===== config.mk =====
export PLATFORM = sky130hd
export DESIGN_NAME = palette_blit_to_framebuffer_flat
export DESIGN_NICKNAME = d
export VERILOG_FILES = /design/src/rtl/pbfb_pkg.sv /design/src/rtl/pbfb_in_if.sv /design/src/rtl/pbfb_out_if.sv /design/src/rtl/palette_blit_to_framebuffer.sv /design/src/rtl/pbfb_cfg_regs.sv /design/src/flat_wrapper.sv
export SDC_FILE = /design/constraint.sdc
export NUM_CORES = 1
export LEC_CHECK = 0
export BUFFER_PORTS_ARGS = -buffer_cell sky130_fd_sc_hd__buf_2
export CORE_UTILIZATION = 59
export DETAILED_ROUTE_END_ITERATION = 10
export GPL_ROUTABILITY_DRIVEN = 0
export PLACE_DENSITY_LB_ADDON = 0.05
export SKIP_CTS_REPAIR_TIMING = 1
export SLEW_MARGIN = 0
export SYNTH_ARGS = -nofsm -noshare
export SYNTH_HDL_FRONTEND = slang
export SYNTH_SLANG_ARGS = --single-unit

===== constraint.sdc =====
create_clock -name clk_i -period 12.5 [get_ports clk_i]
set_clock_uncertainty 0.1 [all_clocks]
set_input_delay 2.5 -clock clk_i [delete_from_list [all_inputs] [get_ports clk_i]]
set_output_delay 2.5 -clock clk_i [all_outputs]
set_load 0.1 [all_outputs]

===== src/rtl/pbfb_pkg.sv =====
`timescale 1ns / 1ps
// ----------------------------------------------------------------------------
// Palette blit package
// Shared types, command and register codes, and the fixed color palette.
// ----------------------------------------------------------------------------
package pbfb_pkg;

  localparam int SCREEN_WIDTH_DEF  = 160;
  localparam int SCREEN_HEIGHT_DEF = 240;

  localparam int DIM_W      = 10;
  localparam int CMP_W      = DIM_W + 1;
  localparam int ADDR_W     = 16;
  localparam int COLOR_W    = 16;
  localparam int APB_ADDR_W = 5;
  localparam int APB_DATA_W = 32;

  localparam logic [1:0] CMD_START   = 2'd0;
  localparam logic [1:0] CMD_BYTE    = 2'd1;
  localparam logic [1:0] CMD_PALETTE = 2'd2;

  localparam logic [2:0] REG_ORIGIN_X     = 3'd0;
  localparam logic [2:0] REG_ORIGIN_Y     = 3'd1;
  localparam logic [2:0] REG_IMAGE_WIDTH  = 3'd2;
  localparam logic [2:0] REG_IMAGE_HEIGHT = 3'd3;
  localparam logic [2:0] REG_COLOR_MODE   = 3'd4;

  localparam logic [COLOR_W-1:0] COLOR_BLACK = 16'h0000;
  localparam logic [COLOR_W-1:0] COLOR_BLUE  = 16'h001F;
  localparam logic [COLOR_W-1:0] COLOR_RED   = 16'hF800;
  localparam logic [COLOR_W-1:0] COLOR_WHITE = 16'hFFFF;

  typedef struct packed {
    logic [DIM_W-1:0] origin_x;
    logic [DIM_W-1:0] origin_y;
    logic [DIM_W-1:0] image_width;
    logic [DIM_W-1:0] image_height;
    logic             color_mode;
  } cfg_t;

  typedef struct packed {
    logic              active;
    logic [DIM_W-1:0]  col;
    logic [DIM_W-1:0]  row;
    logic [ADDR_W-1:0] row_addr;
  } draw_t;

  function automatic logic [COLOR_W-1:0] fixed_color(input logic [1:0] idx);
    logic [COLOR_W-1:0] c;
    unique case (idx)
      2'd0:    c = COLOR_BLACK;
      2'd1:    c = COLOR_BLUE;
      2'd2:    c = COLOR_RED;
      default: c = COLOR_WHITE;
    endcase
    return c;
  endfunction

endpackage


===== src/rtl/pbfb_in_if.sv =====
`timescale 1ns / 1ps
// ----------------------------------------------------------------------------
// Blit input channel
// Valid/ready channel carrying one command word into the blitter.
// ----------------------------------------------------------------------------
interface pbfb_in_if;
  logic       valid;
  logic       ready;
  logic [1:0] cmd;
  logic [7:0] pixel_byte;
  logic [3:0] palette_slot;
  logic [pbfb_pkg::COLOR_W-1:0] palette_color;

  modport source (output valid, cmd, pixel_byte, palette_slot, palette_color, input ready);
  modport sink   (input valid, cmd, pixel_byte, palette_slot, palette_color, output ready);
endinterface


===== src/rtl/pbfb_out_if.sv =====
`timescale 1ns / 1ps
// ----------------------------------------------------------------------------
// Framebuffer write channel
// Valid/ready channel carrying one framebuffer write word.
// ----------------------------------------------------------------------------
interface pbfb_out_if;
  logic valid;
  logic ready;
  logic [pbfb_pkg::ADDR_W-1:0]  pixel_address;
  logic [pbfb_pkg::COLOR_W-1:0] pixel_color;
  logic run_last;
  logic image_done;

  modport source (output valid, pixel_address, pixel_color, run_last, image_done, input ready);
  modport sink   (input valid, pixel_address, pixel_color, run_last, image_done, output ready);
endinterface


===== src/rtl/palette_blit_to_framebuffer.sv =====
`timescale 1ns / 1ps
// ----------------------------------------------------------------------------
// Palette blit to framebuffer
// Expands packed 4-bit or 2-bit palette pixels into RGB565 framebuffer writes.
// ----------------------------------------------------------------------------
//   Channel     Direction  Handshake                Word
//   blit_in_i   in         valid/ready              cmd, pixel_byte, palette slot/color
//   fb_out_o    out        valid/ready              address, color, run_last, image_done
//   APB         in/out     psel/penable, pready=1   origin, size, color mode
//
// A start or palette command never waits on fb_out_o. A pixel byte holds two
// pixels in 4-bit mode and four in 2-bit mode, drawn one pixel per cycle while
// fb_out_o is not stalled; it ends early when the last drawn row finishes inside it,
// and a byte that arrives while nothing is being drawn draws nothing.
// A write appears on fb_out_o, registered, in the cycle after its pixel is drawn.
// Reset clears the registers, the palette and the drawing state.
// A stalled fb_out_o holds the pixel step; the next word is taken as the
// current byte finishes its last pixel.
module palette_blit_to_framebuffer #(
  parameter int SCREEN_WIDTH  = pbfb_pkg::SCREEN_WIDTH_DEF,
  parameter int SCREEN_HEIGHT = pbfb_pkg::SCREEN_HEIGHT_DEF
) (
  input  logic                            clk_i,
  input  logic                            rst_ni,
  pbfb_in_if.sink                         blit_in_i,
  pbfb_out_if.source                      fb_out_o,
  input  logic                            psel,
  input  logic                            penable,
  input  logic                            pwrite,
  input  logic [pbfb_pkg::APB_ADDR_W-1:0] paddr,
  input  logic [pbfb_pkg::APB_DATA_W-1:0] pwdata,
  output logic [pbfb_pkg::APB_DATA_W-1:0] prdata,
  output logic                            pready
);

  localparam int DW = pbfb_pkg::DIM_W;
  localparam int CW = pbfb_pkg::CMP_W;
  localparam int AW = pbfb_pkg::ADDR_W;
  localparam logic [CW-1:0] SW_C   = CW'(SCREEN_WIDTH);
  localparam logic [CW-1:0] SH_C   = CW'(SCREEN_HEIGHT);
  localparam logic [AW-1:0] SW_ADR = AW'(SCREEN_WIDTH);

  pbfb_pkg::cfg_t cfg;

  pbfb_cfg_regs u_cfg_regs (
    .clk_i   (clk_i),
    .rst_ni  (rst_ni),
    .psel    (psel),
    .penable (penable),
    .pwrite  (pwrite),
    .paddr   (paddr),
    .pwdata  (pwdata),
    .prdata  (prdata),
    .pready  (pready),
    .cfg_o   (cfg)
  );

  logic                             h_valid_q;
  logic [1:0]                       h_cmd_q;
  logic [7:0]                       h_byte_q;
  logic [3:0]                       h_slot_q;
  logic [pbfb_pkg::COLOR_W-1:0]     h_color_q;
  logic [1:0]                       pix_q;

  pbfb_pkg::draw_t                  st_q, st_d;
  logic [DW-1:0]                    rtd_q, rtd_d;
  logic [pbfb_pkg::COLOR_W-1:0]     pal_q [16];

  logic                             out_valid_q;
  logic [AW-1:0]                    out_addr_q;
  logic [pbfb_pkg::COLOR_W-1:0]     out_color_q;
  logic                             out_last_q;
  logic                             out_done_q;

  pbfb_pkg::draw_t                  sc [4];
  logic [3:0]                       wr;
  logic [CW-1:0]                    vis_raw, visible;
  logic                             is_byte, out_free, adv, finish, out_load, later;
  logic [1:0]                       npix_m1, remaining;
  logic [3:0]                       idx4;
  logic [1:0]                       idx2;
  logic [pbfb_pkg::COLOR_W-1:0]     pix_color;
  logic                             cur_done;
  logic                             accept;
  logic                             on_screen;
  logic [CW-1:0]                    avail;
  logic [DW-1:0]                    start_rtd;
  logic [20:0]                      start_prod;

  function automatic logic pix_writes(input pbfb_pkg::draw_t s, input pbfb_pkg::cfg_t c);
    return s.active && (({1'b0, c.origin_x} + {1'b0, s.col}) < SW_C);
  endfunction

  function automatic pbfb_pkg::draw_t pix_step(input pbfb_pkg::draw_t s,
                                               input pbfb_pkg::cfg_t c,
                                               input logic [DW-1:0] rtd);
    pbfb_pkg::draw_t n;
    logic [CW-1:0]   col1;
    logic [CW-1:0]   row1;
    n    = s;
    col1 = {1'b0, s.col} + CW'(1);
    row1 = {1'b0, s.row} + CW'(1);
    if (s.active) begin
      if (col1 >= {1'b0, c.image_width}) begin
        n.col      = '0;
        n.row      = row1[DW-1:0];
        n.row_addr = s.row_addr + SW_ADR;
        if (row1[DW-1:0] >= rtd) begin
          n.active = 1'b0;
        end
      end else begin
        n.col = col1[DW-1:0];
      end
    end
    return n;
  endfunction

  // Look ahead over the rest of the byte to find its last write.
  always_comb begin
    sc[0] = st_q;
    for (int k = 0; k < 3; k++) begin
      sc[k+1] = pix_step(sc[k], cfg, rtd_q);
    end
    for (int k = 0; k < 4; k++) begin
      wr[k] = pix_writes(sc[k], cfg);
    end
  end

  always_comb begin
    vis_raw = (SW_C > {1'b0, cfg.origin_x}) ? SW_C - {1'b0, cfg.origin_x} : '0;
    visible = (vis_raw > {1'b0, cfg.image_width}) ? {1'b0, cfg.image_width} : vis_raw;
    cur_done = (({1'b0, st_q.row} + CW'(1)) == {1'b0, rtd_q})
            && (({1'b0, st_q.col} + CW'(1)) == visible);
  end

  always_comb begin
    npix_m1   = cfg.color_mode ? 2'd3 : 2'd1;
    remaining = npix_m1 - pix_q;
    later     = 1'b0;
    for (int k = 1; k < 4; k++) begin
      later = later || ((2'(k) <= remaining) && wr[k]);
    end
  end

  always_comb begin
    idx4 = pix_q[0] ? h_byte_q[3:0] : h_byte_q[7:4];
    unique case (pix_q)
      2'd0:    idx2 = h_byte_q[7:6];
      2'd1:    idx2 = h_byte_q[5:4];
      2'd2:    idx2 = h_byte_q[3:2];
      default: idx2 = h_byte_q[1:0];
    endcase
    pix_color = cfg.color_mode ? pbfb_pkg::fixed_color(idx2) : pal_q[idx4];
  end

  assign is_byte  = h_valid_q && (h_cmd_q == pbfb_pkg::CMD_BYTE) && st_q.active;
  assign out_free = !out_valid_q || fb_out_o.ready;
  assign adv      = h_valid_q && (!(is_byte && wr[0]) || out_free);
  assign finish   = adv && (!is_byte || (pix_q == npix_m1) || !sc[1].active);
  assign out_load = adv && is_byte && wr[0];

  assign blit_in_i.ready = !h_valid_q || finish;
  assign accept          = blit_in_i.valid && blit_in_i.ready;

  // Start of image: clip the row count and place the first row.
  always_comb begin
    on_screen  = ({1'b0, cfg.origin_x} < SW_C) && ({1'b0, cfg.origin_y} < SH_C);
    avail      = SH_C - {1'b0, cfg.origin_y};
    start_rtd  = ({1'b0, cfg.image_height} < avail) ? cfg.image_height : avail[DW-1:0];
    start_prod = 21'(cfg.origin_y) * 21'(SW_C);
  end

  always_comb begin
    st_d  = st_q;
    rtd_d = rtd_q;
    if (adv && is_byte) begin
      st_d = sc[1];
    end else if (adv && (h_cmd_q == pbfb_pkg::CMD_START)) begin
      st_d = '0;
      rtd_d = '0;
      if (on_screen) begin
        rtd_d       = start_rtd;
        st_d.row_addr = start_prod[AW-1:0] + AW'(cfg.origin_x);
        st_d.active = (start_rtd != '0) && (cfg.image_width != '0);
      end
    end
  end

  always_ff @(posedge clk_i or negedge rst_ni) begin
    if (!rst_ni) begin
      h_valid_q   <= 1'b0;
      pix_q       <= '0;
      st_q        <= '0;
      rtd_q       <= '0;
      out_valid_q <= 1'b0;
      for (int i = 0; i < 16; i++) begin
        pal_q[i] <= '0;
      end
    end else begin
      st_q  <= st_d;
      rtd_q <= rtd_d;
      if (accept) begin
        h_valid_q <= 1'b1;
        pix_q     <= '0;
      end else if (finish) begin
        h_valid_q <= 1'b0;
      end else if (adv) begin
        pix_q <= pix_q + 2'd1;
      end
      if (adv && h_valid_q && (h_cmd_q == pbfb_pkg::CMD_PALETTE)) begin
        pal_q[h_slot_q] <= h_color_q;
      end
      if (out_load) begin
        out_valid_q <= 1'b1;
      end else if (fb_out_o.ready) begin
        out_valid_q <= 1'b0;
      end
    end
  end

  always_ff @(posedge clk_i) begin
    if (accept) begin
      h_cmd_q   <= blit_in_i.cmd;
      h_byte_q  <= blit_in_i.pixel_byte;
      h_slot_q  <= blit_in_i.palette_slot;
      h_color_q <= blit_in_i.palette_color;
    end
    if (out_load) begin
      out_addr_q  <= st_q.row_addr + AW'(st_q.col);
      out_color_q <= pix_color;
      out_last_q  <= !later;
      out_done_q  <= cur_done;
    end
  end

  assign fb_out_o.valid         = out_valid_q;
  assign fb_out_o.pixel_address = out_addr_q;
  assign fb_out_o.pixel_color   = out_color_q;
  assign fb_out_o.run_last      = out_last_q;
  assign fb_out_o.image_done    = out_done_q;

  a_done_is_last: assert property (@(posedge clk_i) disable iff (!rst_ni)
    out_valid_q && out_done_q |-> out_last_q)
    else $error("image_done without run_last");

  a_pix_in_range: assert property (@(posedge clk_i) disable iff (!rst_ni)
    h_valid_q && !cfg.color_mode |-> pix_q[1] == 1'b0)
    else $error("pixel index past the end of a 4-bit byte");

  a_write_needs_active: assert property (@(posedge clk_i) disable iff (!rst_ni)
    out_load |-> st_q.active && out_free)
    else $error("write issued while not drawing or output busy");

  a_accept_slot_free: assert property (@(posedge clk_i) disable iff (!rst_ni)
    accept |-> !h_valid_q || finish)
    else $error("word taken while the current one is unfinished");

endmodule


===== src/rtl/pbfb_cfg_regs.sv =====
`timescale 1ns / 1ps
// ----------------------------------------------------------------------------
// Blit configuration registers
// APB register file holding the image origin, size and color mode.
// ----------------------------------------------------------------------------
module pbfb_cfg_regs (
  input  logic                                clk_i,
  input  logic                                rst_ni,
  input  logic                                psel,
  input  logic                                penable,
  input  logic                                pwrite,
  input  logic [pbfb_pkg::APB_ADDR_W-1:0]     paddr,
  input  logic [pbfb_pkg::APB_DATA_W-1:0]     pwdata,
  output logic [pbfb_pkg::APB_DATA_W-1:0]     prdata,
  output logic                                pready,
  output pbfb_pkg::cfg_t                      cfg_o
);

  pbfb_pkg::cfg_t cfg_q, cfg_d;
  logic [2:0]     reg_idx;
  logic           wr_en;

  assign reg_idx = paddr[4:2];
  assign wr_en   = psel && penable && pwrite;
  assign pready  = 1'b1;

  always_comb begin
    cfg_d = cfg_q;
    if (wr_en) begin
      unique case (reg_idx)
        pbfb_pkg::REG_ORIGIN_X:     cfg_d.origin_x     = pwdata[pbfb_pkg::DIM_W-1:0];
        pbfb_pkg::REG_ORIGIN_Y:     cfg_d.origin_y     = pwdata[pbfb_pkg::DIM_W-1:0];
        pbfb_pkg::REG_IMAGE_WIDTH:  cfg_d.image_width  = pwdata[pbfb_pkg::DIM_W-1:0];
        pbfb_pkg::REG_IMAGE_HEIGHT: cfg_d.image_height = pwdata[pbfb_pkg::DIM_W-1:0];
        pbfb_pkg::REG_COLOR_MODE:   cfg_d.color_mode   = pwdata[0];
        default: ;
      endcase
    end
  end

  always_comb begin
    prdata = '0;
    unique case (reg_idx)
      pbfb_pkg::REG_ORIGIN_X:     prdata[pbfb_pkg::DIM_W-1:0] = cfg_q.origin_x;
      pbfb_pkg::REG_ORIGIN_Y:     prdata[pbfb_pkg::DIM_W-1:0] = cfg_q.origin_y;
      pbfb_pkg::REG_IMAGE_WIDTH:  prdata[pbfb_pkg::DIM_W-1:0] = cfg_q.image_width;
      pbfb_pkg::REG_IMAGE_HEIGHT: prdata[pbfb_pkg::DIM_W-1:0] = cfg_q.image_height;
      pbfb_pkg::REG_COLOR_MODE:   prdata[0]                   = cfg_q.color_mode;
      default: ;
    endcase
  end

  always_ff @(posedge clk_i or negedge rst_ni) begin
    if (!rst_ni) begin
      cfg_q <= '0;
    end else begin
      cfg_q <= cfg_d;
    end
  end

  assign cfg_o = cfg_q;

endmodule


===== src/flat_wrapper.sv =====
// flat-port wrapper written by rule: the top's interface ports become plain ports
module palette_blit_to_framebuffer_flat 
#(
  parameter int SCREEN_WIDTH  = pbfb_pkg::SCREEN_WIDTH_DEF,
  parameter int SCREEN_HEIGHT = pbfb_pkg::SCREEN_HEIGHT_DEF
)
  (clk_i, rst_ni, psel, penable, pwrite, paddr, pwdata, prdata, pready, blit_in_i_valid, blit_in_i_cmd, blit_in_i_pixel_byte, blit_in_i_palette_slot, blit_in_i_palette_color, blit_in_i_ready, fb_out_o_valid, fb_out_o_pixel_address, fb_out_o_pixel_color, fb_out_o_run_last, fb_out_o_image_done, fb_out_o_ready);
  pbfb_in_if blit_in_i_i ();
  pbfb_out_if fb_out_o_i ();
  input  logic clk_i;
  input  logic rst_ni;
  input  logic psel;
  input  logic penable;
  input  logic pwrite;
  input  logic [pbfb_pkg::APB_ADDR_W-1:0] paddr;
  input  logic [pbfb_pkg::APB_DATA_W-1:0] pwdata;
  output logic [pbfb_pkg::APB_DATA_W-1:0] prdata;
  output logic pready;
  input wire logic [$bits(blit_in_i_i.valid)-1:0] blit_in_i_valid;
  input wire logic [$bits(blit_in_i_i.cmd)-1:0] blit_in_i_cmd;
  input wire logic [$bits(blit_in_i_i.pixel_byte)-1:0] blit_in_i_pixel_byte;
  input wire logic [$bits(blit_in_i_i.palette_slot)-1:0] blit_in_i_palette_slot;
  input wire logic [$bits(blit_in_i_i.palette_color)-1:0] blit_in_i_palette_color;
  output wire logic [$bits(blit_in_i_i.ready)-1:0] blit_in_i_ready;
  output wire logic [$bits(fb_out_o_i.valid)-1:0] fb_out_o_valid;
  output wire logic [$bits(fb_out_o_i.pixel_address)-1:0] fb_out_o_pixel_address;
  output wire logic [$bits(fb_out_o_i.pixel_color)-1:0] fb_out_o_pixel_color;
  output wire logic [$bits(fb_out_o_i.run_last)-1:0] fb_out_o_run_last;
  output wire logic [$bits(fb_out_o_i.image_done)-1:0] fb_out_o_image_done;
  input wire logic [$bits(fb_out_o_i.ready)-1:0] fb_out_o_ready;
  assign blit_in_i_i.valid = blit_in_i_valid;
  assign blit_in_i_i.cmd = blit_in_i_cmd;
  assign blit_in_i_i.pixel_byte = blit_in_i_pixel_byte;
  assign blit_in_i_i.palette_slot = blit_in_i_palette_slot;
  assign blit_in_i_i.palette_color = blit_in_i_palette_color;
  assign blit_in_i_ready = blit_in_i_i.ready;
  assign fb_out_o_valid = fb_out_o_i.valid;
  assign fb_out_o_pixel_address = fb_out_o_i.pixel_address;
  assign fb_out_o_pixel_color = fb_out_o_i.pixel_color;
  assign fb_out_o_run_last = fb_out_o_i.run_last;
  assign fb_out_o_image_done = fb_out_o_i.image_done;
  assign fb_out_o_i.ready = fb_out_o_ready;
  palette_blit_to_framebuffer #(.SCREEN_WIDTH(SCREEN_WIDTH), .SCREEN_HEIGHT(SCREEN_HEIGHT)) u_core (.clk_i(clk_i), .rst_ni(rst_ni), .blit_in_i(blit_in_i_i), .fb_out_o(fb_out_o_i), .psel(psel), .penable(penable), .pwrite(pwrite), .paddr(paddr), .pwdata(pwdata), .prdata(prdata), .pready(pready));
endmodule

# After elaboration in Yosys (flattened, before gate mapping)
# Index checks and enable logic that the tools add are counted.
# totals
regBits	412
in_bits	74
word_cells	192
# classes
add_sub_neg	19
n_mul	1
n_lt_le_gt_ge	21
eq_ne	14
muxes	43
bitwise	3
reduce_logical	54
# ops
cell	n
bitwise mux 256 bit	1
2-to-1 mux 37 bit	5
2-to-1 mux 16 bit	5
2-to-1 mux 26 bit	3
binary-select mux 16 bit (select 4 bit)	1
demux 16 bit (select 4 bit)	1
2-to-1 mux 10 bit	5
adder 16 x 8 -> 16 bit, second input constant	3
one-hot mux 16 bit (3 select lines)	1
adder 10 x 1 -> 11 bit, second input constant	4
adder 10 x 10 -> 11 bit	4
< comparator 11 x 8 -> 1 bit, second input constant	4
one-hot mux 9 bit (4 select lines)	1
>= comparator 11 x 10 -> 1 bit	3
adder 16 x 10 -> 16 bit	2
>= comparator 10 bit	3
logical AND 1 bit	24
2-to-1 mux 11 bit	2
subtractor 8 x 10 -> 11 bit, first input constant	2
adder 10 x 1 -> 10 bit, second input constant	2
< comparator 10 x 8 -> 1 bit, second input constant	2
nonzero test 10 bit	2
AND reduction 2 bit	7
== test 11 x 10 -> 1 bit	1
other kinds (30)	67

# Logic depth before layout (Yosys ltp)
# Gate-level depths: netlist (run 1).
# logic_depth
ltp_word	21
depth_mapped	50

# Cells and area by module
# A second synthesis (run 1) with hierarchy kept.
# hier_totals
cells_unflattened	2115
hier_area_um2	24746.2
# modules_own_cells
module	instances	cells_each	area_each_um2	seq_area_each_um2
palette_blit_to_framebuffer	1	1967	22609.2	9604.2
pbfb_cfg_regs	1	148	2137.0	1026.0

# Worst setup path after synthesis (run 1)
# OpenSTA, ideal clock, no wires.
# synth_timing
path_type	register to register
from	reg u_core.st_q (netlist bit u_core.sc[138])
to	reg u_core.out_last_q, in the netlist u_core.fb_out_o.run_last (data pin)
setup_ns	0.267
t_arrival_ns	9.057
required_time_ns	12.133
slack_ns	3.076
path_stages_with_launch	47
path_buffers	1
path_cell_list	dfrtp_1 > ha_1 > buf_2 > nand3_1 > xnor2_1 > ha_1 > and3_1 > a221o_1 > o211ai_4 > nand2_1 > nor2_1 > nand2_1 > o21ai_0 > ha_1 > and3_1 > nand2_1 > nor2_1 > mux2i_1 > [... 11 more ...] > ha_1 > o21ai_0 > a21oi_1 > o41ai_1 > o221a_2 > o31ai_4 > clkinv_1 > a21o_1 > ha_1 > a21o_1 > a21o_1 > a21oi_1 > nor2b_1 > o21a_1 > a21oi_4 > o22a_1 > o2111a_1 > a311oi_1
# synth_between
elab_chain_len	18
elab_cells_between_ends	38
# synth_rtl
item	line_no	source
from (decl)	palette_blit_to_framebuffer.sv:65	pbfb_pkg::draw_t st_q, st_d;
from (signal assigned)	palette_blit_to_framebuffer.sv:200	st_q <= st_d;
adder 10 x 1 -> 11 bit	palette_blit_to_framebuffer.sv:101	col1 = {1'b0, s.col} + CW'(1);
>= comparator 11 x 10 -> 1 bit	palette_blit_to_framebuffer.sv:104	if (col1 >= {1'b0, c.image_width}) begin
2-to-1 mux 10 bit	palette_blit_to_framebuffer.sv:104	
2-to-1 mux 37 bit *	palette_blit_to_framebuffer.sv:103	if (s.active) begin
adder 10 x 1 -> 11 bit	palette_blit_to_framebuffer.sv:101	
>= comparator 11 x 10 -> 1 bit	palette_blit_to_framebuffer.sv:104	
2-to-1 mux 10 bit	palette_blit_to_framebuffer.sv:104	
2-to-1 mux 37 bit	palette_blit_to_framebuffer.sv:103	
[... 2 more ...]	-	
2-to-1 mux 10 bit	palette_blit_to_framebuffer.sv:104	
2-to-1 mux 37 bit	palette_blit_to_framebuffer.sv:103	
adder 10 x 10 -> 11 bit	palette_blit_to_framebuffer.sv:91	return s.active && (({1'b0, c.origin_x} + {1'b0, s.col}) < SW_C);
< comparator 11 x 8 -> 1 bit	palette_blit_to_framebuffer.sv:91	
logical AND 1 bit	palette_blit_to_framebuffer.sv:91	
logical AND 1 bit	palette_blit_to_framebuffer.sv:141	later = later || ((2'(k) <= remaining) && wr[k]);
logical OR 1 bit *	palette_blit_to_framebuffer.sv:141	
logical NOT 1 bit *	palette_blit_to_framebuffer.sv:231	out_last_q <= !later;
to (signal assigned)	palette_blit_to_framebuffer.sv:231	
to (decl)	palette_blit_to_framebuffer.sv:72	logic out_last_q;
# Every way passes the cells marked *; elsewhere a longest branch is shown, timed or not.
# A chain may end at the register's enable or synchronous reset.

# Worst setup path after layout (run 1)
# layout_timing
from	reg u_core.st_q (netlist bit u_core.sc[139])
to	reg u_core.out_last_q, in the netlist u_core.fb_out_o.run_last (data pin)
# The elaborated chain is that of the path after synthesis.

==> flow_metrics.py, run 1 <==
metrics = {
    "yosys": {
        "ys_seq_area_share_pct": 43.2,
        "synth_seq_cells": 412,
        "ys_types": 99,
        "syn-instance-count": 2075,
        "yosys_warnings": 0,
        "async_flop_share_pct": 84.5,
        "yosys_most_used_dff": "dfrtp_1",
        "netlist_area_sq_mm": 0.0246,
        "synth_edf_count": 64,
        "syn_area_per_cell_sq_um": 11.9,
    },
    "die": {
        "fp.dieArea_sq_mm": 0.0425,
        "coreArea_sq_mm": 0.0410,
        "die_h_um": 206,
        "die_x_um": 206,
        "num_io_pins": 143,
        "row_count": 74,
        "start_util_pct": 60.0,
    },
    "setup_path": {
        "timing.rr.start": "u_core.sc[139]",
        "crit_buf_inv": 1,
        "critPathMaxFanout": 17,
        "endpoint_kind": "register",
        "arrival_ps": 11550,
        "slowest_stage": "dfrtp_1",
        "r2r-end": "u_core.fb_out_o.run_last",
        "critPathMostFrequentCell": "ha_1",
        "cpPeakStageDelay_ps": 740,
        "reg2reg_slack_ps": 1170,
        "cp-start-kind": "register",
        "cpLargestDelayFamily": "compound AO/OA/AOI/OAI gates",
        "crit_required_ps": 12720,
        "worstRegToRegCells": 46,
        "crit_type": "register to register",
    },
    "sta": {
        "period_needed_ps": 11330,
        "tightest_slew_ps": 1170,
        "rsz0062_at_grt": "no",
        "drv_slew": 0,
        "hold_violations": 0,
        "timing.setup.tns_ps": 0,
        "fmax_mhz": 88.2,
        "timing.final.ws_setup_ps": 1170,
        "setup_viol": 0,
        "period_share_pct": 90.7,
        "slew_headroom_pct": 21.6,
    },
    "routing": {
        "via_count": 17000,
        "drc_errors": 14,
        "totalWireLength_um": 63000,
        "drtAntennaViolNets": 0,
        "via_per_inst": 6.26,
        "post_drt_wl_per_cell_um": 23.2,
        "drtPass1Iterations": 8,
        "drtIter0Drc": 1138,
    },
    "cts": {
        "cts_num_sinks": 412,
        "cts-buffers-inserted": 44,
        "clockBufferDepth": 3,
        "cts_root_buffer": "clkbuf_16",
        "cts_tree": "yes",
        "cts_max_level": 2,
        "clk-insertion-delay-late_ps": 590,
        "clk_pin_slew_ps": 70,
    },
    "finish": {
        "syn_to_final_growth_pct": 9.94,
        "final_nets": 2380,
        "instances_no_fill": 2712,
        "diodes": 0,
        "drive_above_1_share_pct": 27.8,
    },
    "status": {
        "violations": "DRC",
        "outcome": "complete, but fails checks",
    },
    "min_path": {
        "min_from": "u_core.sc[115]",
        "min_path_cells": 2,
        "min_to": "u_core.sc[115]",
        "min_path_type": "register to register",
    },
    "pwr": {
        "vdd_drop_max_mv": 0.156,
        "finalPower_mw": 4.21,
        "cellPowerDensity_mw_per_mm2": 156,
        "p_leak_nw": 12.8,
    },
    "global_route": {
        "overflow": 0,
        "first_global_vias": 17100,
        "grtUsageTotal_pct": 30.6,
        "antenna_found_initial": 1,
        "grt_pass1_wl_um": 98100,
        "grt_start_max_net_pins": 196,
    },
    "place": {
        "dp_hpwl_um": 42900,
        "port_buffers": 95,
        "preCtsSetupSlack_ps": 1480,
        "dp.cells": 2631,
    },
    "run": {
        "drv_cap": 0,
    },
}
-- cells by family (layout without fill, tap and decap cells) --
family / Yosys count / count (layout) / synth area share, %
other cells: 2 / 24 / 0.0305
mux: 418 / 418 / 22.3
compound gates: 324 / 324 / 9.22
fa+ha+maj: 161 / 161 / 8.28
xor+xnor: 121 / 121 / 4.34
buf+inv: 188 / 271 / 3.41
flops: 412 / 412 / 43.2
simple gates: 449 / 449 / 9.27
-- registers in the layout (all words and copies together), names as in the netlist, 2 cells and up --
signal,cells
u_core.pal_q,256
u_core.u_cfg_regs.cfg_o,41
u_core.sc,37
u_core.fb_out_o.pixel_address,16
u_core.fb_out_o.pixel_color,16
u_core.h_color_q,16
u_core.rtd_q,10
u_core.h_byte_q,8
u_core.h_slot_q,4
u_core.h_cmd_q,2
u_core.pix_q,2
-- tightest hold or removal path, cell delays in order, from the launching register on --
cell	delay, ps
dfrtp_1	350
nand2_1	50
nand2_1	50
-- cells in the mapped netlist, types with 12 or more instances --
| cell type | count | share of area (%) |
|---|---|---|
| a21o_1 | 47 | 1.4 |
| a21oi_1 | 62 | 1.3 |
| and2_1 | 20 | 0.51 |
| and3_1 | 19 | 0.48 |
| buf_2 | 23 | 0.47 |
| buf_4 | 27 | 0.82 |
| clkbuf_1 | 58 | 0.88 |
| dfrtp_1 | 348 | 35 |
| edfxtp_1 | 64 | 7.8 |
| ha_1 | 158 | 8.0 |
| inv_1 | 67 | 1.0 |
| mux2_2 | 303 | 14 |
| mux2i_1 | 41 | 1.7 |
| mux4_2 | 73 | 6.7 |
| nand2_1 | 122 | 1.9 |
| nand3_1 | 56 | 1.1 |
| nand4_1 | 15 | 0.38 |
| nor2_1 | 96 | 1.5 |
| nor2b_1 | 25 | 0.64 |
| nor3_1 | 19 | 0.39 |
| nor4_1 | 12 | 0.31 |
| o21a_1 | 17 | 0.52 |
| o21ai_0 | 73 | 1.5 |
| o22ai_1 | 18 | 0.46 |
| xnor2_1 | 65 | 2.3 |
| xor2_1 | 55 | 2.0 |
-- cell type report --
class	count	area, sq um
Fill cell	3149	14000
Tap cell	532	666
Inverter	69	262
Clock buffer	65	1260
Sequential cell	412	10600
Clock inverter	16	225
Timing Repair Buffer	121	693
Multi-Input combinational cell	1497	13300
-- layout by cell type (no fill, tap or decap), types with 15 or more instances in the layout --
cell / instances
inv_1: 67
a21o_1: 47
buf_2: 94
nor2b_1: 24
o21ai_0: 73
and3_1: 19
conb_1: 24
nor3_1: 19
buf_4: 25
mux4_2: 73
ha_1: 158
mux2_2: 303
xnor2_1: 65
nor2_1: 96
o21a_1: 17
a21oi_1: 62
and2_1: 19
mux2i_1: 37
dfrtp_1: 348
nand2_1: 122
edfxtp_1: 64
o22ai_1: 18
clkbuf_16: 45
xor2_1: 55
nand4_1: 15
nand3_1: 56
-- power by group --
group | switching [mW] | internal (mW) | total [mW]
clock | 0.557 | 0.791 | 1.35
sequential | 0.159 | 1.56 | 1.72
combinational | 0.646 | 0.500 | 1.15
-- metal layers --
| layer | track usage [%] | part of all wire (%) |
|---|---|---|
| met5 | 0 | 0.029 |
| met4 | 12.9 | 4.0 |
| met3 | 3.88 | 4.0 |
| met2 | 54.1 | 51 |
| met1 | 37.7 | 41 |
-- how the worst max path moves through the flow --
stage	startpoint	endpoint	cells past startpoint
finish	u_core.sc[139]	u_core.fb_out_o.run_last	46
global route	u_core.sc[139]	u_core.fb_out_o.run_last	46
CTS	u_core.sc[139]	u_core.fb_out_o.run_last	45
detailed placement	u_core.sc[142]	u_core.fb_out_o.run_last	46
global placement	u_core.sc[139]	u_core.fb_out_o.run_last	46
floorplan	u_core.sc[138]	u_core.fb_out_o.run_last	46
-- through the flow --
stage	instance area, sq um	utilization [%]	hold WS, ps
final	27100	66.0	382
after global routing	27100	66.0	410
after CTS	27100	66.0	377
after detailed placement	25600	62.3	363
after global placement	25600	62.3	357
after floorplan	24700	-	345
Power figures use the tool's default switching activity.
==> run 2: changes to the inputs <==
--- a/config.mk
+++ b/config.mk
@@ -10,6 +10,7 @@
 export DETAILED_ROUTE_END_ITERATION = 10
 export GPL_ROUTABILITY_DRIVEN = 0
 export PLACE_DENSITY_LB_ADDON = 0.05
+export RECOVER_POWER = 50
 export SKIP_CTS_REPAIR_TIMING = 1
 export SLEW_MARGIN = 0
 export SYNTH_ARGS = -nofsm -noshare
==> run 2 against run 1 <==
Compared with the run above:
- the flow finishes with violations (DRC, capacitance limit, slew limit)
- via count fell by 0.12%
- critical path depth unchanged
- routed wire length about the same
- clock power hardly changed
- clock-buffer cell count is the same
- sequential power about the same
- critical endpoint unchanged
==> flow_metrics.py, run 2 (synthesis results as in run 1) <==
metrics = {
    "finish": {
        "final_common_cell": "dfrtp_1",
        "multi_input_area_sq_mm": 0.0133,
        "diodes": 0,
        "regMostFlops": "u_core.pal_q",
        "design_area_sq_mm": 0.0270,
        "drive_above_1_share_pct": 27.1,
        "regArea_sq_mm": 0.0106,
        "final_cell_mix": "348 x dfrtp_1, 303 x mux2_2, 158 x ha_1, 122 x nand2_1, 96 x nor2_1",
        "largest_reg_flops": 256,
        "final_nets": 2380,
        "syn_to_final_growth_pct": 9.72,
        "n_fill_cell": 3168,
    },
    "setup_path": {
        "critPathMostFrequentCell": "ha_1",
        "cp-start-kind": "register",
        "arrival_ps": 11630,
        "reg2reg_slack_ps": 1090,
        "timing.rr.start": "u_core.sc[139]",
        "slowest_stage": "dfrtp_1",
        "r2r-end": "u_core.fb_out_o.run_last",
        "crit_required_ps": 12720,
        "critPathMaxFanout": 17,
        "endpoint_kind": "register",
        "worstRegToRegCells": 46,
        "crit_type": "register to register",
        "cpPeakStageDelay_ps": 750,
    },
    "sta": {
        "timing.setup.tns_ps": 0,
        "period_share_pct": 91.3,
        "hold_violations": 0,
        "period_needed_ps": 11410,
        "setup_viol": 0,
        "drv_slew": 222,
        "fin_hold_ws_ps": 380,
        "fmax_mhz": 87.6,
        "slew_headroom_pct": -284,
        "tightest_slew_ps": 5760,
        "timing.final.ws_setup_ps": 1090,
        "rsz0062_at_grt": "no",
    },
    "die": {
        "num_io_pins": 143,
        "row_count": 74,
        "die_x_um": 206,
        "coreArea_sq_mm": 0.0410,
        "die_h_um": 206,
        "fp.dieArea_sq_mm": 0.0425,
        "start_util_pct": 60.0,
    },
    "cts": {
        "cts_tree": "yes",
        "clockBufferDepth": 3,
        "clk-insertion-delay-late_ps": 590,
        "clk_pin_slew_ps": 70,
        "cts-buffers-inserted": 44,
        "cts_max_level": 2,
        "cts_root_buffer": "clkbuf_16",
        "cts_num_sinks": 412,
    },
    "pwr": {
        "switching_share_pct": 32.3,
        "p_comb_share_pct": 27.2,
        "vdd_drop_max_mv": 0.156,
        "seqPwrFrac_pct": 40.8,
        "finalPower_mw": 4.21,
        "p_leak_nw": 12.8,
        "pwr-share-clk_pct": 32.0,
        "cellPowerDensity_mw_per_mm2": 156,
        "p_int_mw": 2.85,
        "switchingPower_mw": 1.36,
    },
    "min_path": {
        "min_path_type": "register to register",
        "min_from": "u_core.sc[115]",
        "min_to": "u_core.sc[115]",
        "min_path_cells": 2,
    },
    "routing": {
        "drtAntennaViolNets": 0,
        "totalWireLength_um": 62900,
        "drtPass1Iterations": 8,
        "post_drt_wl_per_cell_um": 23.2,
        "via_count": 16900,
        "wl_met1_um": 25600,
        "drtIter0Drc": 1288,
        "via_per_inst": 6.25,
        "route.met2.wl_um": 32000,
        "wl_met3_um": 2690,
        "drc_errors": 14,
        "dr.max_layer_used": "met5",
    },
    "status": {
        "violations": "DRC, capacitance limit, slew limit",
        "outcome": "complete, but fails checks",
    },
    "global_route": {
        "first_global_vias": 17100,
        "grt_start_max_net_pins": 196,
        "grt_pass1_wl_um": 98100,
        "grtUsageTotal_pct": 30.6,
        "overflow": 0,
        "antenna_found_initial": 1,
    },
    "place": {
        "post_dp_cell_area_sq_mm": 0.0256,
        "dp_hpwl_um": 42900,
        "preCtsSetupSlack_ps": 1480,
        "port_buffers": 95,
    },
    "run": {
        "drv_cap": 3,
    },
}
-- run 2: changes by cell type in the layout (fill, tap and decap cells not counted), sizes merged --
cell | previous run | this run
buf | 121 | 110
clkbuf | 65 | 76
-- run 2: how the worst max path moves through the flow --
stage / from / endpoint / slack (ps)
detailed placement: u_core.sc[142] / u_core.fb_out_o.run_last / 1480
global route: u_core.sc[139] / u_core.fb_out_o.run_last / 460
CTS: u_core.sc[139] / u_core.fb_out_o.run_last / 1420
floorplan: u_core.sc[138] / u_core.fb_out_o.run_last / 3080
global placement: u_core.sc[139] / u_core.fb_out_o.run_last / 1680
finish: u_core.sc[139] / u_core.fb_out_o.run_last / 1090
-- run 2: critical path: cells and delay by family (launching register included) --
kind	cells	cell delay, ps
mux	2	510
simple gates	15	3650
flops	1	750
compound gates	21	3940
fa+ha+maj	6	1630
xor+xnor	1	340
buf+inv	1	200
-- run 2: power by group through the flow --
stage	combinational [mW]	clock [mW]	sequential, mW
6_report	1.15	1.35	1.72
5_1_grt	1.26	1.43	1.74
2_1_floorplan	0.848	0	1.70
3_3_place_gp	1.10	0	1.72
3_5_place_dp	1.14	0	1.74
4_1_cts	1.14	1.37	1.71
-- run 2: cell type report --
type / instances / area share [%]
Clock inverter: 16 / 0.834
Inverter: 69 / 0.969
Tap cell: 532 / 2.47
Sequential cell: 412 / 39.4
Clock buffer: 65 / 4.69
Timing Repair Buffer: 121 / 2.44
Multi-Input combinational cell: 1497 / 49.2
-- run 2: layer usage --
| metal | up-vias | GRT usage (%) |
|---|---|---|
| met4 | 2 | 12.9 |
| met3 | 141 | 3.88 |
| met1 | 8561 | 37.7 |
| met5 | - | 0 |
| met2 | 465 | 54.1 |
| li1 | 7775 | - |
-- run 2: per-stage QoR --
step / utilization (%) / instances
2_1_floorplan: - / 2097
3_3_place_gp: 62.3 / 2631
3_5_place_dp: 62.3 / 2631
4_1_cts: 66.0 / 2712
5_1_grt: 65.8 / 2712
6_report: 65.8 / 2712
==> run 3: changes to the inputs <==
--- a/config.mk
+++ b/config.mk
@@ -6,6 +6,7 @@
 export NUM_CORES = 1
 export LEC_CHECK = 0
 export BUFFER_PORTS_ARGS = -buffer_cell sky130_fd_sc_hd__buf_2
+export CAP_MARGIN = 20
 export CORE_UTILIZATION = 59
 export DETAILED_ROUTE_END_ITERATION = 10
 export GPL_ROUTABILITY_DRIVEN = 0
==> constraint.sdc (replaced) <==
create_clock -name clk_i -period 12.9 [get_ports clk_i]
set_clock_uncertainty 0.1 [all_clocks]
set_input_delay 2.58 -clock clk_i [delete_from_list [all_inputs] [get_ports clk_i]]
set_output_delay 2.58 -clock clk_i [all_outputs]
set_load 0.1 [all_outputs]
==> run 3 against run 2 <==
Compared with the run above:
- non-clock buffer count increased by 2
- clock power decreased by 8%
- flip-flop and latch count unchanged
- cell count is essentially flat
- first-iteration DRC count down 15%
- routed wire length grew 0.27%
- the run still ends with DRC, capacitance limit, slew limit left
- largest cell class unchanged
- hold slack better by 0.84 ps
- highest routed layer is now met4
- combinational power is 3% lower
- die area is the same
- critical path depth unchanged
- worst setup slack better by 330 ps
- utilization fell by 0.21 points
==> flow_metrics.py, run 3 (synthesis results as in run 1) <==
metrics = {
    "status": {
        "outcome": "complete, but fails checks",
        "violations": "DRC, capacitance limit, slew limit",
    },
    "sta": {
        "hold_violations": 0,
        "setup_viol": 0,
        "slew_headroom_pct": -338,
        "period_share_pct": 89.0,
        "timing.setup.tns_ps": 0,
        "fmax_mhz": 87.1,
        "rsz0062_at_grt": "no",
        "tightest_slew_ps": 6570,
        "drv_slew": 336,
        "period_needed_ps": 11480,
    },
    "cts": {
        "clockBufferDepth": 3,
        "clk_pin_slew_ps": 60,
        "cts_tree": "yes",
        "cts-buffers-inserted": 44,
        "cts_num_sinks": 412,
        "cts_max_level": 2,
        "clk-insertion-delay-late_ps": 600,
        "cts_root_buffer": "clkbuf_16",
    },
    "pwr": {
        "seqPwrFrac_pct": 41.4,
        "switching_share_pct": 33.0,
        "switchingPower_mw": 1.33,
        "pwr-share-clk_pct": 30.9,
        "p_leak_nw": 12.7,
        "p_comb_share_pct": 27.7,
        "vdd_drop_max_mv": 0.105,
        "cellPowerDensity_mw_per_mm2": 149,
        "p_int_mw": 2.69,
    },
    "global_route": {
        "grt_start_max_net_pins": 126,
        "first_global_vias": 17200,
        "overflow": 0,
        "grt_pass1_wl_um": 97700,
        "grtUsageTotal_pct": 30.6,
        "antenna_found_initial": 0,
    },
    "die": {
        "die_x_um": 206,
        "row_count": 74,
        "num_io_pins": 143,
        "start_util_pct": 60.0,
        "coreArea_sq_mm": 0.0410,
        "fp.dieArea_sq_mm": 0.0425,
        "die_h_um": 206,
    },
    "finish": {
        "finish.utilization_pct": 65.6,
        "drive_above_1_share_pct": 25.7,
        "final_common_cell": "dfrtp_1",
        "diodes": 0,
        "final_nets": 2382,
        "final_cell_mix": "348 x dfrtp_1, 303 x mux2_2, 158 x ha_1, 122 x nand2_1, 96 x nor2_1",
        "syn_to_final_growth_pct": 9.37,
        "regMostFlops": "u_core.pal_q",
        "largest_reg_flops": 256,
    },
    "setup_path": {
        "endpoint_kind": "register",
        "critPathMostFrequentCell": "ha_1",
        "critPathMaxFanout": 15,
        "cpPeakStageDelay_ps": 740,
        "slowest_stage": "dfrtp_1",
        "arrival_ps": 11710,
        "crit_type": "register to register",
        "cp-start-kind": "register",
        "crit_required_ps": 13140,
    },
    "routing": {
        "dr.max_layer_used": "met4",
        "wl_met3_um": 2610,
        "via_per_inst": 6.23,
        "via_count": 16900,
        "drtPass1Iterations": 8,
        "totalWireLength_um": 63100,
        "drtAntennaViolNets": 0,
        "drc_errors": 14,
        "drtIter0Drc": 1097,
        "post_drt_wl_per_cell_um": 23.3,
        "wl_met1_um": 25300,
        "route.met2.wl_um": 32000,
    },
    "run": {
        "drv_cap": 5,
    },
    "place": {
        "port_buffers": 95,
        "dp_hpwl_um": 43000,
    },
    "min_path": {
        "min_path_type": "register to register",
    },
}
[run 3: changes by cell type in the layout (fill, tap and decap cells not counted), moves of 2 or more]
cell	delta
buf_2	-34
bufinv_16	-4
clkbuf_1	+33
clkbuf_8	+2
clkinv_2	+2
clkinv_4	+2
inv_6	+3
[run 3: power by group through the flow]
stage	combinational [mW]	clock (mW)	sequential (mW)
2_1_floorplan	0.821	0	1.65
3_3_place_gp	1.07	0	1.67
3_5_place_dp	1.10	0	1.68
4_1_cts	1.11	1.27	1.66
5_1_grt	1.22	1.32	1.69
6_report	1.11	1.24	1.66
[run 3: layer usage]
metal	track usage (%)	up-vias
met3	3.91	172
met4	15.6	0
met5	0	-
met1	37.0	8487
met2	53.7	448
li1	-	7795
[run 3: worst max-delay path: cells and delay by family (launching register included)]
family	cells	cell delay, ps
adders and majority gates	7	2170
AOI/OAI and AO/OA	22	4340
xor gates and xnor gates	1	430
and+or+nand+nor	12	2630
muxes	2	510
DFF	1	740
buffers and inverters	2	280
[run 3: area by class of cell]
cell class,instances,area [sq um]
clock buffer,63,1270
clock inverter,18,158
fill,3115,14100
inverter,69,262
multi-input combinational,1497,13300
sequential,412,10600
tap,532,666
timing repair buffer,123,632
[run 3: final timing paths]
check / endpoint / slack [ps] / from / cells past startpoint
worst min-delay path: u_core.sc[113] / 380 / u_core.sc[113] / 2
min in group asynchronous: u_core.pal_q[199] / 4320 / rst_ni / 1
worst max-delay path: u_core.fb_out_o.run_last / 1420 / u_core.sc[137] / 46
max in group asynchronous: u_core.u_cfg_regs.cfg_o[35] / 2390 / rst_ni / 3
worst max register to register: u_core.fb_out_o.run_last / 1420 / u_core.sc[137] / 46
worst min register to register: u_core.sc[113] / 380 / u_core.sc[113] / 2
[run 3: per-stage QoR]
step                      setup slack (ps)  power [mW]  hold slack [ps]  area (sq um)  instances
final                                 1420        4.02              380         26900       2714
after global routing                   515        4.22              408         26900       2714
after CTS                             1650        4.04              380         27000       2713
after detailed placement              1690        2.78              364         25600       2632
after global placement                1930        2.74              356         25600       2632
after floorplan                       3480        2.47              345         24700       2097
